==> src/sv/mmcs_pkg.sv <==
`timescale 1ns / 1ps
// ----------------------------------------------------------------------------
// mmcs_pkg
// Shared constants and controller/datapath interface types for the
// min/max contrast stretch block.
// ----------------------------------------------------------------------------
package mmcs_pkg;

    // Frame store depth and derived widths.
    localparam int MAX_PIXELS = 32768;
    localparam int ADDR_W     = $clog2(MAX_PIXELS);
    localparam int CNT_W      = $clog2(MAX_PIXELS + 1);

    // Fixed field widths.
    localparam int PIX_W      = 8;
    localparam int CFG_W      = 16;

    // Reset value of the frame size register.
    localparam logic [CFG_W-1:0] PIXEL_COUNT_RESET = CFG_W'(19200);

    // Brightest grey level, also the full-scale output value.
    localparam logic [PIX_W-1:0] PIX_MAX = '1;

    // The quotient has as many bits as a pixel, one bit per divider step.
    localparam int DIV_STEPS  = PIX_W;
    localparam int STEP_W     = $clog2(DIV_STEPS);

    // Command codes.
    localparam logic CMD_LOAD  = 1'b0;
    localparam logic CMD_DRAIN = 1'b1;

    // Commands from the controller to the datapath.
    typedef struct packed {
        logic load_en;
        logic fetch_en;
        logic div_start;
        logic div_step;
        logic result_load;
    } mmcs_cmd_t;

    // Status from the datapath to the controller.
    typedef struct packed {
        logic frame_full;
        logic bypass;
        logic div_done;
        logic out_free;
    } mmcs_status_t;

endpackage

==> src/sv/mmcs_ctrl.sv <==
`timescale 1ns / 1ps
// ----------------------------------------------------------------------------
// mmcs_ctrl
// Controller state machine: accepts transactions and sequences the frame
// store read, the divider and the result write.
// ----------------------------------------------------------------------------
module mmcs_ctrl (
    input  logic                  clk,
    input  logic                  rst_n,
    input  logic                  in_valid,
    input  logic                  command,
    output logic                  in_stall,
    input  mmcs_pkg::mmcs_status_t status,
    output mmcs_pkg::mmcs_cmd_t   cmd
);
    import mmcs_pkg::*;

    typedef enum logic [3:0] {
        ST_IDLE  = 4'b0001,
        ST_FETCH = 4'b0010,
        ST_DIV   = 4'b0100,
        ST_DONE  = 4'b1000
    } state_t;

    state_t state_reg;
    state_t state_next;

    always_ff @(posedge clk or negedge rst_n)
    begin
        if (!rst_n)
        begin
            state_reg <= ST_IDLE;
        end
        else
        begin
            state_reg <= state_next;
        end
    end

    always_comb
    begin
        state_next = state_reg;
        cmd        = '0;
        in_stall   = 1'b1;
        case (state_reg)
            ST_IDLE:
            begin
                in_stall = 1'b0;
                if (in_valid)
                begin
                    if (command == CMD_LOAD)
                    begin
                        cmd.load_en = 1'b1;
                    end
                    else if (status.frame_full)
                    begin
                        cmd.fetch_en = 1'b1;
                        state_next   = ST_FETCH;
                    end
                end
            end
            ST_FETCH:
            begin
                cmd.div_start = 1'b1;
                state_next    = status.bypass ? ST_DONE : ST_DIV;
            end
            ST_DIV:
            begin
                cmd.div_step = 1'b1;
                if (status.div_done)
                begin
                    state_next = ST_DONE;
                end
            end
            ST_DONE:
            begin
                if (status.out_free)
                begin
                    cmd.result_load = 1'b1;
                    state_next      = ST_IDLE;
                end
            end
            default:
            begin
                state_next = ST_IDLE;
            end
        endcase
    end

endmodule

==> config.mk <==
export PLATFORM = sky130hd
export DESIGN_NAME = mmcs_ctrl
export DESIGN_NICKNAME = d
export VERILOG_FILES = /design/src/sv/mmcs_pkg.sv /design/src/sv/mmcs_ctrl.sv
export SDC_FILE = /design/constraint.sdc
export NUM_CORES = 1
export LEC_CHECK = 0
export ABC_CLOCK_PERIOD_IN_PS = 1700
export CAP_MARGIN = 20
export CORE_AREA = 2 2 39 41
export CTS_BUF_LIST = sky130_fd_sc_hd__clkbuf_8
export CTS_CLUSTER_SIZE = 24
export DETAILED_ROUTE_END_ITERATION = 10
export DIE_AREA = 0 0 41 43
export DONT_BUFFER_PORTS = 1
export SETUP_SLACK_MARGIN = 0.05
export SLEW_MARGIN = 0
export SYNTH_ARGS = -nofsm -noshare
export SYNTH_HDL_FRONTEND = slang
export SYNTH_SLANG_ARGS = --single-unit
==> constraint.sdc <==
create_clock -name clk -period 1.7 [get_ports clk]
set_input_delay 0.34 -clock clk [delete_from_list [all_inputs] [get_ports clk]]
set_output_delay 0.34 -clock clk [all_outputs]
set_load 0.005 [all_outputs]
==> results.json, run 1 <==
{
  "via_count": 254,
  "std_cell_rows": 14,
  "setup.worst_path.end_class": "output pin",
  "p_int_mw": 0.2696,
  "avgRoutedWirePerCell_um": 12.85,
  "antenna_found_initial": 0,
  "cts_tree": "done",
  "clockBufferDepth": 2,
  "finalHoldViolCount": 0,
  "fmax_mhz": 609.4,
  "min_period_over_period": 0.9652,
  "largest_reg_flops": 4,
  "ys_seq_area_frac": 0.3971,
  "globalRoute.totalOverflow": 0,
  "worst_pin_slew_ns": 0.3965,
  "synth_seq_cells": 4,
  "yosysWarnings": 0,
  "regArea_um2": 103.9,
  "status": "finished, final reports clean",
  "p_sw_frac": 0.2019,
  "clk_pin_slew_ns": 0.04,
  "die_h_um": 43,
  "cellLeakagePower_nw": 0.1725,
  "routed_wl_um": 681,
  "worstPathArrival_ns": 1.30,
  "syn_nets": 36,
  "layout-drive-gt1-share": 0.3514,
  "gp_congestion": 0.7609,
  "syn_inst": 28,
  "dpl.hpwl_um": 468.4,
  "synth_edf_count": 0,
  "clkPwrFrac": 0.608,
  "htree_levels": 1,
  "via_per_inst": 4.792,
  "synth-main-ff-cell": "dfrtp_1",
  "avgSynthCellArea_um2": 9.116,
  "final_nets": 46,
  "fill_cells": 153,
  "die_w_um": 41,
  "clock-sinks": 4,
  "async_flop_share": 1.000,
  "cts_made_buffers": 3,
  "initial_core_util": 0.1844,
  "max_cap_violations": 0,
  "io_buffers": 0,
  "min-delay-path-class": "in2reg",
  "synth_cell_types": 18,
  "drv_slew": 0,
  "hold_slack_ns": 0.2485,
  "rsz0062_at_grt": "true",
  "grt_pass1_wl_um": 986,
  "cp_max_fo": 6,
  "worst_ep_required_time_ns": 1.36,
  "insertion_delay_ns": 0.22,
  "p_sw_mw": 0.06821,
  "first_iter_violations": 1,
  "ir_drop_mv": 0.3595,
  "crit_type": "reg2out",
  "seqPwrFrac": 0.302,
  "power_density_nw_per_um2": 912.1,
  "syn_area_um2": 255.2,
  "grt_pass1_vias": 261,
  "core_um2": 1384,
  "ant_nets": 0,
  "finalSetupViolations": 0,
  "combPwrFrac": 0.091,
  "drtPass1Iterations": 2,
  "antennaDiodeCount": 0,
  "root_buffer": "clkbuf_8",
  "setup_tns_ns": 0,
  "grtUsageTotal": 0.08560,
  "drc_errors": 0,
  "grt_max_degree": 9,
  "multi_input_area_um2": 146.4,
  "dieArea_um2": 1763,
  "syn2layout_area_growth_pct": 45.10,
  "start_kind": "flop",
  "period_needed_ns": 1.641,
  "finClkSkew_ns": 0.008017,
  "boundaryPins": 14,
  "slew-limit-headroom": 0.7332
}
-- per-layer routing --
metal,wire [um],up-vias,global-route usage
li1,-,120,-
met1,272,127,0.09091
met2,342,7,0.1250
met3,66,0,0.05759
met4,0,0,0.04000
met5,0,-,0
-- stage by stage --
stage / setup slack [ns] / std cells / power, mW / utilization / cell area (um2)
finish: 0.05908 / 53 / 0.3378 / 0.2676 / 370.4
global route: 0.01322 / 53 / 0.3539 / 0.2676 / 370.4
CTS: 0.05466 / 52 / 0.3418 / 0.2595 / 359.1
detailed placement: 0.1527 / 45 / 0.1215 / 0.2016 / 279.0
global placement: 0.2130 / 45 / 0.1212 / 0.2016 / 279.0
floorplan: 0.2796 / 28 / 0.1184 / - / 255.2
-- power by group through the flow --
stage                     sequential, mW  combinational, mW  clock (mW)
after floorplan                    0.103             0.0157           0
after global routing               0.102             0.0336       0.218
after detailed placement           0.104             0.0175           0
after global placement             0.104             0.0174           0
after CTS                          0.102             0.0293       0.211
final                              0.102             0.0306       0.205
-- layout by cell type (no fill, tap or decap) --
master / instances
a21oi_1: 2
a31oi_1: 1
and4_1: 2
buf_4: 5
clkbuf_8: 3
dfrtp_1: 1
dfrtp_2: 2
dfstp_2: 1
dlygate4sd3_1: 1
inv_1: 3
nand2_1: 3
nor2_1: 1
nor2_2: 1
nor2b_1: 1
nor3_1: 1
nor3b_1: 3
nor4_1: 1
nor4b_1: 1
nor4b_4: 1
o21ai_0: 1
o31ai_1: 1
or3_1: 1
-- final timing paths --
path | start | endpoint | slack [ns] | cells past startpoint
setup / recovery | state_reg[3] | cmd[3] | 0.06 | 2
hold / removal | status[2] | state_reg[3] | 0.25 | 2
setup reg to reg | state_reg[3] | state_reg[3] | 0.43 | 5
hold reg to reg | state_reg[0] | state_reg[0] | 0.63 | 3
max in group asynchronous | rst_n | state_reg[0] | 1.05 | 1
min in group asynchronous | rst_n | state_reg[3] | 0.40 | 1
-- worst max-delay path, cell delays in order (launching register included) --
cell	delay, ns
dfrtp_2	0.45
nor4b_4	0.34
and4_1	0.29
-- kinds of logic (layout without fill, tap and decap cells) --
family | after synthesis | after routing | synth area share
AO/OA/AOI/OAI | 5 | 5 | 0.1128
buffers and inverters | 3 | 12 | 0.07354
flip-flops | 4 | 4 | 0.3971
AND/OR/NAND/NOR | 16 | 16 | 0.4167
-- layout make-up --
type	instances	share of cell area
multi-input combinational	21	0.3953
sequential	4	0.2804
timing repair buffer	6	0.1284
clock buffer	3	0.1115
tap	16	0.05405
inverter	2	0.02027
clock inverter	1	0.01014
-- cells in the mapped netlist, drive strengths merged (2+ instances only) --
library cell / count / area (um2)
dfrtp: 3 / 75.07
nand2: 3 / 11.26
nor3b: 3 / 22.52
a21oi: 2 / 10.01
and4: 2 / 17.52
inv: 2 / 7.510
nor2: 2 / 7.510
nor4b: 2 / 23.77
-- repair_timing --
action	in CTS	in global routing
hold buffers	1	0
setup buffers	2	1
cloned	0	0
hold endpoints to repair	4	0
resized for setup	2	2
pin swaps	2	2
setup endpoints to repair	2	4
Note: power is estimated with default switching activity, not from simulation.
==> run 2: changes to the inputs <==
--- a/config.mk
+++ b/config.mk
@@ -7,12 +7,15 @@
 export LEC_CHECK = 0
 export ABC_CLOCK_PERIOD_IN_PS = 1700
 export CAP_MARGIN = 20
+export CELL_PAD_IN_SITES_DETAIL_PLACEMENT = 1
+export CELL_PAD_IN_SITES_GLOBAL_PLACEMENT = 1
 export CORE_AREA = 2 2 39 41
 export CTS_BUF_LIST = sky130_fd_sc_hd__clkbuf_8
 export CTS_CLUSTER_SIZE = 24
 export DETAILED_ROUTE_END_ITERATION = 10
 export DIE_AREA = 0 0 41 43
 export DONT_BUFFER_PORTS = 1
+export PLACE_DENSITY_LB_ADDON = 0.1
 export SETUP_SLACK_MARGIN = 0.05
 export SLEW_MARGIN = 0
 export SYNTH_ARGS = -nofsm -noshare
==> run 2 against run 1 <==
Combinational power grew 3%. Clock power barely moved. Via count is 0.79% higher. Fmax shrank 0.96%. Sequential share of layout area fell by 0.80 points. Worst setup slack got worse by 0.016 ns. Critical path depth is the same.
==> results.json, run 2 (synthesized netlist as in run 1, its figures left out) <==
{
  "final_cell_mix": "buf_4, inv_1, nand2_1, clkbuf_8",
  "max_cap_violations": 0,
  "ir_drop_mv": 0.3610,
  "status": "finished, final reports clean",
  "min-delay-path-class": "in2reg",
  "clockBufferDepth": 2,
  "period_needed_ns": 1.657,
  "initial_core_util": 0.1844,
  "drc_errors": 0,
  "first_iter_violations": 2,
  "regArea_um2": 102.6,
  "cp_max_fo": 5,
  "multi_input_area_um2": 153.9,
  "root_buffer": "clkbuf_8",
  "worstPathArrival_ns": 1.32,
  "globalRoute.totalOverflow": 0,
  "grtUsageTotal": 0.1107,
  "cellLeakagePower_nw": 0.1757,
  "final_nets": 46,
  "dieArea_um2": 1763,
  "finalSetupViolations": 0,
  "antenna_found_initial": 0,
  "grt_pass1_wl_mm": 1.228,
  "start_kind": "flop",
  "core_um2": 1384,
  "io_buffers": 0,
  "antennaDiodeCount": 0,
  "cts_tree": "done",
  "seqPwrFrac": 0.301,
  "drtPass1Iterations": 2,
  "finClkSkew_ns": 0.005943,
  "insertion_delay_ns": 0.22,
  "layout-drive-gt1-share": 0.3784,
  "worst_pin_slew_ns": 0.3771,
  "p_sw_mw": 0.06829,
  "avgRoutedWirePerCell_um": 14.34,
  "ant_nets": 0,
  "grt_max_degree": 9,
  "dpl.hpwl_um": 541.1,
  "path_cells": "nor4b_4 -> and4_4",
  "fill_cells": 167,
  "cpPeakStageDelay_ns": 0.44,
  "htree_levels": 1,
  "die_w_um": 41,
  "clock-sinks": 4,
  "p_int_mw": 0.2702,
  "std_cell_rows": 14,
  "clk_pin_slew_ns": 0.03,
  "crit_family": "simple AND/OR/NAND/NOR gates",
  "min_period_over_period": 0.9746,
  "drv_slew": 0,
  "rsz0062_at_grt": "true",
  "boundaryPins": 14,
  "largest_reg_flops": 4,
  "path_buf_inv": 0,
  "fmax_mhz": 603.5,
  "power_density_nw_per_um2": 898.7,
  "setup.worst_path.end_class": "output pin",
  "clkPwrFrac": 0.606,
  "p_sw_frac": 0.2018,
  "finalHoldViolCount": 0,
  "cts_made_buffers": 3,
  "syn2layout_area_growth_pct": 47.55,
  "gp_congestion": 0.6554,
  "routed_wl_um": 760,
  "crit_type": "reg2out",
  "slew-limit-headroom": 0.7463,
  "setup_tns_ns": 0,
  "via_per_inst": 4.830,
  "final_util": 0.2722,
  "worst_ep_required_time_ns": 1.36,
  "combPwrFrac": 0.093,
  "grt_pass1_vias": 275,
  "die_h_um": 43,
  "slowest_stage": "dfrtp_2",
  "final_common_cell": "buf_4",
  "via_count": 256
}
==> run 2: layer usage <==
layer / global-route usage / wire, um
met5: 0 / 0
met3: 0.05759 / 48
met4: 0.08000 / 8
met1: 0.1262 / 298
met2: 0.1500 / 404
==> run 2: path summary, 6_finish.rpt <==
check | from | to | slack (ns) | cells after the start
setup / recovery | state_reg[3] | cmd[3] | 0.04 | 2
hold / removal | status[2] | state_reg[3] | 0.25 | 2
setup reg to reg | state_reg[3] | state_reg[0] | 0.36 | 4
hold reg to reg | state_reg[3] | state_reg[2] | 0.53 | 1
max in group asynchronous | rst_n | state_reg[0] | 1.07 | 1
min in group asynchronous | rst_n | state_reg[2] | 0.39 | 1
==> run 2: through the flow <==
stage	cells	total power, mW	hold WS [ns]	setup WS (ns)	cell area [um2]
final	53	0.3385	0.2514	0.04311	376.6
after detailed placement	45	0.1223	0.04453	0.1475	279.0
after global placement	45	0.1215	0.04453	0.2026	279.0
after global routing	53	0.3586	0.2575	0.005370	376.6
after CTS	52	0.3443	0.2561	0.06193	359.1
after floorplan	28	0.1184	0.04441	0.2796	255.2
==> run 2: power groups by stage <==
| stage | clock network (mW) | logic [mW] | registers (mW) |
|---|---|---|---|
| finish | 0.205 | 0.0316 | 0.102 |
| global route | 0.221 | 0.0353 | 0.102 |
| CTS | 0.212 | 0.0300 | 0.102 |
| detailed placement | 0 | 0.0181 | 0.104 |
| global placement | 0 | 0.0176 | 0.104 |
| floorplan | 0 | 0.0157 | 0.103 |
==> run 2: what timing repair did <==
item	CTS	global route
hold buffers	1	0
pin swaps	1	2
gates resized for setup	2	3
setup buffers	2	1
hold endpoints to repair	4	0
endpoints found under the setup margin	2	3
==> run 2: worst reg2reg max path, stage by stage (launching register included) <==
cell and delay (ns):
dfrtp_2 0.44, buf_4 0.16, nor3b_1 0.14, or3_1 0.33, a31oi_1 0.18
==> run 2: area by class of cell <==
type,instances,area share
clock inverter,1,0.009967
multi-input combinational,21,0.4086
inverter,2,0.01993
timing repair buffer,6,0.1262
clock buffer,3,0.1096
tap,16,0.05316
sequential,4,0.2724
==> run 3: changes to the inputs <==
--- a/config.mk
+++ b/config.mk
@@ -16,7 +16,7 @@
 export DIE_AREA = 0 0 41 43
 export DONT_BUFFER_PORTS = 1
 export PLACE_DENSITY_LB_ADDON = 0.1
-export SETUP_SLACK_MARGIN = 0.05
+export SETUP_SLACK_MARGIN = 0.5
 export SLEW_MARGIN = 0
 export SYNTH_ARGS = -nofsm -noshare
 export SYNTH_HDL_FRONTEND = slang
==> run 3 against run 2 <==
Register-to-register slack worse by 0.06 ns. Non-clock buffer count up 2. Fmax up 2.5%.
==> results.json, run 3 (synthesized netlist as in run 1, its figures left out) <==
{
  "final_common_cell": "buf_4",
  "cts_made_buffers": 3,
  "fmax_mhz": 618.4,
  "cts_tree": "done",
  "drtPass1Iterations": 3,
  "ant_nets": 0,
  "crit_type": "reg2out",
  "grt_max_degree": 9,
  "power_density_nw_per_um2": 742.1,
  "worstPathArrival_ns": 1.28,
  "root_buffer": "clkbuf_8",
  "syn2layout_area_growth_pct": 81.86,
  "finalNonFillerCells": 55,
  "pre_cts_ws_ns": 0.2244,
  "layout-drive-gt1-share": 0.6154,
  "ir_drop_mv": 0.3755,
  "die_h_um": 43,
  "finClkSkew_ns": 0.0008800,
  "largest_reg_flops": 4,
  "globalRoute.totalOverflow": 0,
  "core_um2": 1384,
  "antennaDiodeCount": 0,
  "final_cell_mix": "buf_4, nand2_1, clkbuf_8",
  "dieArea_um2": 1763,
  "timing.final.ws_setup_ns": 0.08299,
  "boundaryPins": 14,
  "htree_levels": 1,
  "cellLeakagePower_nw": 0.1927,
  "final_nets": 48,
  "finalHoldViolCount": 0,
  "via_count": 271,
  "fill_cells": 167,
  "first_iter_violations": 1,
  "routed_wl_um": 793,
  "min-delay-path-class": "in2reg",
  "drc_errors": 0,
  "cp_max_fo": 4,
  "worst_pin_slew_ns": 0.2704,
  "start_kind": "flop",
  "clk_pin_slew_ns": 0.03,
  "finalSetupViolations": 0,
  "via_per_inst": 4.927,
  "antenna_found_initial": 0,
  "hold_slack_ns": 0.2624,
  "drv_slew": 0,
  "worst_ep_required_time_ns": 1.36,
  "insertion_delay_ns": 0.22,
  "max_cap_violations": 0,
  "period_needed_ns": 1.617,
  "clock-sinks": 4,
  "clockBufferDepth": 2,
  "avgRoutedWirePerCell_um": 14.42,
  "gp_congestion": 0.6535,
  "totalPowerFinal_mw": 0.3445,
  "grt_pass1_vias": 314,
  "setup.worst_path.end_class": "output pin",
  "io_buffers": 0,
  "status": "finished, final reports clean",
  "slew-limit-headroom": 0.8190,
  "grtUsageTotal": 0.1166,
  "placedCellCount": 45,
  "rsz0062_at_grt": "true",
  "grt_pass1_wl_mm": 1.311,
  "setup_tns_ns": 0,
  "std_cell_rows": 14,
  "initial_core_util": 0.1844,
  "die_w_um": 41,
  "min_period_over_period": 0.9512
}
==> run 3: cell count changes in the layout (fill, tap and decap cells not counted), sizes merged <==
| cell | before | now |
|---|---|---|
| buf | 5 | 7 |
==> run 3: timing repair <==
item	CTS	global route
buffers inserted	4	1
hold endpoints to repair	4	0
pin swaps	2	3
resized for setup	9	8
endpoints found under the setup margin	8	8
hold buffers	1	0
==> run 3: through the flow <==
| step | cell area (um2) | util |
|---|---|---|
| 2_1_floorplan | 264.0 | - |
| 3_3_place_gp | 287.8 | 0.2080 |
| 3_5_place_dp | 287.8 | 0.2080 |
| 4_1_cts | 409.1 | 0.2957 |
| 5_1_grt | 464.2 | 0.3354 |
| 6_report | 464.2 | 0.3354 |
==> run 3: layout make-up <==
class	instances	area, um2	share of cell area
Tap cell	16	20.02	0.04313
Clock inverter	1	3.754	0.008086
Timing Repair Buffer	8	78.83	0.1698
Inverter	2	7.507	0.01617
Multi-Input combinational cell	21	209.0	0.4501
Clock buffer	3	41.29	0.08895
Sequential cell	4	103.9	0.2237
==> run 3: report_power, final <==
group	internal (mW)	total, mW	switching (mW)	leakage [nW]
registers	0.0993	0.102	0.00277	0.0487
clock network	0.154	0.205	0.0513	0.0269
logic	0.0189	0.0369	0.0180	0.117
total	0.272	0.344	0.0721	0.193
==> run 3: worst paths after layout <==
kind | startpoint | to | slack [ns] | cells after the start
min in group asynchronous | rst_n | state_reg[1] | 0.39 | 1
setup reg to reg | state_reg[3] | state_reg[0] | 0.30 | 5
max in group asynchronous | rst_n | state_reg[0] | 1.07 | 1
hold reg to reg | state_reg[3] | state_reg[2] | 0.53 | 1
hold / removal | status[2] | state_reg[3] | 0.26 | 2
setup / recovery | state_reg[0] | cmd[3] | 0.08 | 2
==> run 3: routing by layer <==
layer / up-vias / GRT usage / share of wire
met1: 138 / 0.1323 / 0.41
li1: 125 / - / -
met3: 2 / 0.04712 / 0.038
met4: 0 / 0.1000 / 0.018
met2: 6 / 0.1594 / 0.53
met5: - / 0 / 0
==> run 3: critical path, cell delays in order (launching register included) <==
cell and delay, ns:
dfstp_2 0.53, nor4b_4 0.25, and4_4 0.28
